[src/rtl/swm_pkg.sv]
// ----------------------------------------------------------------------------
// swm_pkg - shared definitions for the sliding window median filter
// Default sizes, the window size register and the control broadcast that
// the top level hands to every sorting cell.
// ----------------------------------------------------------------------------
package swm_pkg;

  localparam int MAX_WINDOW_DEF  = 64;
  localparam int SAMPLE_BITS_DEF = 32;

  // window size register
  localparam int                 CFG_BITS    = 7;
  localparam logic [CFG_BITS-1:0] WINDOW_RESET = 7'd3;

  // broadcast to the cell row for one item
  typedef struct packed {
    logic load;   // an item is taken this cycle
    logic clear;  // window is emptied before the sample goes in
    logic full;   // window full: the oldest sample leaves
  } swm_ctrl_t;

endpackage

[src/rtl/swm_cell.sv]
// ----------------------------------------------------------------------------
// swm_cell - one slot of the sorted window
// Holds one sample and its age; on each item it keeps its entry, takes a
// neighbor's entry or takes the new sample, so the row stays sorted.
// ----------------------------------------------------------------------------
module swm_cell #(
  parameter int SB = swm_pkg::SAMPLE_BITS_DEF,
  parameter int AW = 6
) (
  input  logic                clk_i,
  input  logic                rst_ni,
  input  swm_pkg::swm_ctrl_t  ctrl_i,
  input  logic [SB-1:0]       sample_i,
  input  logic [AW-1:0]       oldest_age_i,
  input  logic [SB-1:0]       left_val_i,
  input  logic [AW-1:0]       left_age_i,
  input  logic                left_gt_i,
  input  logic                left_vld_i,
  input  logic [SB-1:0]       right_val_i,
  input  logic [AW-1:0]       right_age_i,
  input  logic                right_gt_i,
  input  logic                rmb_i,
  output logic [SB-1:0]       val_o,
  output logic [AW-1:0]       age_o,
  output logic                gt_o,
  output logic                vld_o,
  output logic                rm_o,
  output logic                rmb_o
);
  import swm_pkg::*;

  typedef enum logic [1:0] {
    SRC_SELF  = 2'd0,
    SRC_LEFT  = 2'd1,
    SRC_RIGHT = 2'd2,
    SRC_NEW   = 2'd3
  } src_e;

  logic [SB-1:0] val_q, val_d;
  logic [AW-1:0] age_q, age_d;
  logic          vld_q, vld_d;
  logic          vld_eff, gt, rm;
  src_e          src;

  assign vld_eff = vld_q & ~ctrl_i.clear;
  // empty slots act as larger than any sample
  assign gt      = ~vld_eff | ($signed(val_q) > $signed(sample_i));
  assign rm      = ctrl_i.full & vld_eff & (age_q == oldest_age_i);

  always_comb begin
    if (rmb_i) begin
      // right of the leaving entry: close the gap
      src   = right_gt_i ? (gt ? SRC_SELF : SRC_NEW) : SRC_RIGHT;
      vld_d = vld_eff;
    end else if (rm) begin
      src   = left_gt_i ? SRC_LEFT : (right_gt_i ? SRC_NEW : SRC_RIGHT);
      vld_d = vld_eff;
    end else begin
      // left of the leaving entry, or filling: open a gap
      src   = gt ? (left_gt_i ? SRC_LEFT : SRC_NEW) : SRC_SELF;
      vld_d = vld_eff | left_vld_i;
    end
  end

  always_comb begin
    case (src)
      SRC_SELF: begin
        val_d = val_q;
        age_d = age_q + AW'(1);
      end
      SRC_LEFT: begin
        val_d = left_val_i;
        age_d = left_age_i + AW'(1);
      end
      SRC_RIGHT: begin
        val_d = right_val_i;
        age_d = right_age_i + AW'(1);
      end
      default: begin
        val_d = sample_i;
        age_d = '0;
      end
    endcase
  end

  always_ff @(posedge clk_i or negedge rst_ni) begin
    if (!rst_ni) begin
      vld_q <= 1'b0;
    end else if (ctrl_i.load) begin
      vld_q <= vld_d;
    end
  end

  always_ff @(posedge clk_i) begin
    if (ctrl_i.load) begin
      val_q <= val_d;
      age_q <= age_d;
    end
  end

  assign val_o = val_q;
  assign age_o = age_q;
  assign gt_o  = gt;
  assign vld_o = vld_eff;
  assign rm_o  = rm;
  assign rmb_o = rmb_i | rm;

endmodule

[config.mk]
export PLATFORM = sky130hd
export DESIGN_NAME = swm_cell
export DESIGN_NICKNAME = d
export VERILOG_FILES = /design/src/rtl/swm_pkg.sv /design/src/rtl/swm_cell.sv
export SDC_FILE = /design/constraint.sdc
export NUM_CORES = 1
export LEC_CHECK = 0
export BUFFER_PORTS_ARGS = -buffer_cell sky130_fd_sc_hd__buf_2
export CAP_MARGIN = 20
export CORE_UTILIZATION = 41
export CTS_CLUSTER_DIAMETER = 40
export CTS_CLUSTER_SIZE = 25
export DETAILED_ROUTE_END_ITERATION = 7
export MAX_ROUTING_LAYER = met4
export PLACE_DENSITY = 0.76
export SYNTH_ARGS = -nofsm -noshare
export SYNTH_HDL_FRONTEND = slang
export SYNTH_SLANG_ARGS = --single-unit
[constraint.sdc]
create_clock -name clk_i -period 4 [get_ports clk_i]
set_clock_uncertainty 0.2 [all_clocks]
set_input_delay 0.4 -clock clk_i [delete_from_list [all_inputs] [get_ports clk_i]]
set_output_delay 0.4 -clock clk_i [all_outputs]
set_load 0.05 [all_outputs]
==> out/results.tsv <==
stage	metric	value	unit
drt	drt-total-wl	8790	um
grt	grt_pass1_vias	2951	
setup_path	cp.arrival	3710	ps
pwr	powerDensity	422	nW/um^2
placed_design	place_hpwl	6750	um
final_layout	syn_to_final_growth	48.4	%
final_layout	n_antenna_cell	0	
synth	avgSynthCellArea	9.24	um^2
floorplanning	coreArea	6980	um^2
timing	rsz0062_at_grt	yes	
timing	hold_ws	171	ps
grt	antenna_found_initial	0	
placed_design	post-place-ws	-83.5	ps
grt	grt-ovfl-total	0	
final_layout	drive_gt1_share	45.0	%
grt	busiest_layer	met2	
job	max_cap_viol_count	0	
synth	synth_top_area_share	37.7	%
clock_tree	root_buffer	clkbuf_8	
setup_path	critPathKind	reg -> reg	
timing	setup_viol	0	
synth	yosysWarnings	0	
final_layout	design_area	4500	um^2
placed_design	portBuffers	164	
timing	maxSlewViolCount	0	
synth	synth-seq-cells	39	
timing	finalHoldViolCount	0	
pwr	leakage	0.00209	uW
drt	num_vias	3144	
floorplanning	initial_utilization	43.4	%
floorplanning	rows	30	
timing	period_share	96.8	%
grt	use_met2	38.2	%
setup_path	critical_path_peak_fanout	6	
grt	grt_util_met3	3.30	%
synth	postSynthCellCount	328	
run_status	status	finished clean	
synth	yosysSeqAreaShare	38.5	%
synth	netlist.top_cell.by_area	edfxtp_1	
clock_tree	clk_pin_slew_worst_paths	80	ps
clock_tree	htreeDepth	2	
clock_tree	insertion_delay	290	ps
grt	grt_usage	22.4	%
pwr	ir_worst_vdd	0.240	mV
final_layout	nets	663	
grt	grt_pass1_wl	13100	um
grt	grt_max_degree	67	
setup_path	end_kind	flop	
placed_design	placed_cell_area	4190	um^2
timing	worst_slew_pin_slew	356	ps
floorplanning	die-height	88.0	um
drt	vias_per_cell	5.24	
floorplanning	die_w	88.0	um
drt	route.detailed.drc	0	
drt	dr.pass1.iters	4	
drt	wire_per_inst	14.6	um
floorplanning	dieArea	7740	um^2
synth	synth_area_leaders	edfxtp_1, ha_1, a22oi_1	
drt	drt_iter0_drc	92	
setup_path	crit_required	3840	ps
clock_tree	cts_tree	done	
timing	period_needed	3870	ps
synth	synth.distinct_cells	43	
clock_tree	cts.sinks	39	
timing	slew_headroom	76.3	%
timing	setup_slack	127	ps
final_layout	nFillCells	583	
grt	met1_usage	27.4	%
synth	syn_area	3030	um^2
clock_tree	cts_buffers	5	
floorplanning	pin_count	165	
clock_tree	clock_path_buffers	2	
synth	synth_nets	488	
setup_path	start_kind	flop	
drt	route.antenna.remaining_nets	0	
worst_hold_path	hold_class	in -> reg	
placed_design	finalWeightedCongestion	0.793	
timing	fmax	0.258	GHz
==> final timing paths <==
path | from | endpoint | slack, ps | cells after the start
min in group asynchronous | rst_ni | vld_q | 210 | 2
setup / recovery | val_o[19] | age_o[4] | 130 | 16
hold reg to reg | vld_q | vld_q | 300 | 1
max in group asynchronous | rst_ni | vld_q | 3310 | 2
setup reg to reg | val_o[19] | age_o[4] | 130 | 16
hold / removal | left_vld_i | vld_q | 170 | 2
==> cells in the mapped netlist <==
| master | number |
|---|---|
| or2_2 | 1 |
| nor4_1 | 1 |
| ha_1 | 37 |
| nor4_2 | 1 |
| buf_1 | 4 |
| o221a_1 | 1 |
| o2bb2ai_1 | 1 |
| a21oi_2 | 2 |
| nand2_1 | 11 |
| and3_1 | 1 |
| and2b_1 | 1 |
| and4_1 | 1 |
| o21ai_1 | 1 |
| a22oi_1 | 38 |
| o221ai_1 | 1 |
| a221o_1 | 1 |
| a41o_1 | 1 |
| a21boi_2 | 1 |
| xor2_1 | 1 |
| nand3_1 | 4 |
| nor2b_1 | 4 |
| edfxtp_1 | 38 |
| o211ai_1 | 2 |
| clkbuf_1 | 13 |
| a32o_1 | 1 |
| nor4b_2 | 1 |
| a211o_1 | 1 |
| inv_1 | 35 |
| a21oi_1 | 48 |
| nor2_1 | 43 |
| o21a_1 | 1 |
| a21o_1 | 1 |
| or3_1 | 1 |
| nand4_1 | 5 |
| o311ai_2 | 1 |
| a31oi_1 | 1 |
| nand4_2 | 3 |
| nand3b_1 | 1 |
| xnor2_1 | 9 |
| o21ai_0 | 6 |
| o211a_1 | 1 |
| nor3_1 | 1 |
| dfrtp_1 | 1 |
==> metal layers <==
| layer | wire (um) | vias up |
|---|---|---|
| met3 | 496 | 12 |
| met4 | 102 | 0 |
| li1 | - | 1564 |
| met1 | 3730 | 1450 |
| met2 | 4460 | 118 |
| met5 | 0 | - |
==> sequential cells by signal, indices dropped and copies added, names as in the netlist <==
name / cells
age_o: 6
val_o: 32
vld_q: 1
==> metrics by stage <==
step                setup TNS [ps]  utilization, %  instances  power (uW)
finish                           0            64.4        600        1900
global placement                 0            60.1        582        1530
CTS                              0            61.4        591        1810
global route                  -123            64.4        600        2010
floorplan                        0               -        328        1290
detailed placement            -134            60.1        582        1550
==> power breakdown <==
part,switching (uW),leakage (uW),internal [uW]
registers,53.5,0.000381,561
clock network,140,0.0000422,123
logic,642,0.00166,379
total,836,0.00209,1060
==> cells in the final DEF (no fill, tap or decap), drive strengths merged, types with 2 or more instances in the layout <==
cell type  synthesis  final
a22oi             38     38
edfxtp            38     38
nand2             11     11
nor2b              4      4
ha                37     37
xnor2              9      9
buf                4    184
o21ai              7      7
nor2              43     43
nor4               2      2
inv               35     35
clkbuf            13      7
nand4              8      8
nand3              4      4
a21oi             50     50
o211ai             2      2
==> worst max-delay path: stages (launching register included) <==
cell	delay [ps]
edfxtp_1	440
ha_4	300
nand4_1	160
nor4_4	410
a31oi_2	190
o311ai_4	100
buf_4	170
nand4_4	120
o221a_1	300
buf_6	130
ha_4	270
buf_6	150
a21oi_4	190
ha_4	160
nand3_2	90
xnor2_2	200
nor2_1	70
==> final cells by class <==
cell class,count,area [um^2],share of cell area (%)
clock buffer,7,76.3,1.70
tap,96,120,2.67
clock inverter,1,5.00,0.111
inverter,35,131,2.92
sequential,39,1170,25.9
multi-input combinational,237,1960,43.7
timing repair buffer,185,1030,23.0
==> repair_timing <==
| item | in CTS | in global routing |
|---|---|---|
| hold endpoints to repair | 1 | 0 |
| setup buffers | 0 | 9 |
| resized for setup | 1 | 25 |
| pin swaps | 0 | 14 |
| setup endpoints to repair | 1 | 5 |
| hold buffers | 1 | 0 |
==> logic make-up (layout without fill, tap and decap cells) <==
logic type | after synthesis | count (layout) | share of synthesized area (%)
AO/OA/AOI/OAI | 110 | 110 | 23.8
AND/OR/NAND/NOR | 80 | 80 | 13.1
buffers and inverters | 52 | 228 | 6.44
flip-flops | 39 | 39 | 38.5
adder cells (fa/ha/maj) | 37 | 37 | 15.3
XOR/XNOR | 10 | 10 | 2.89
Power figures use the tool's default switching activity.
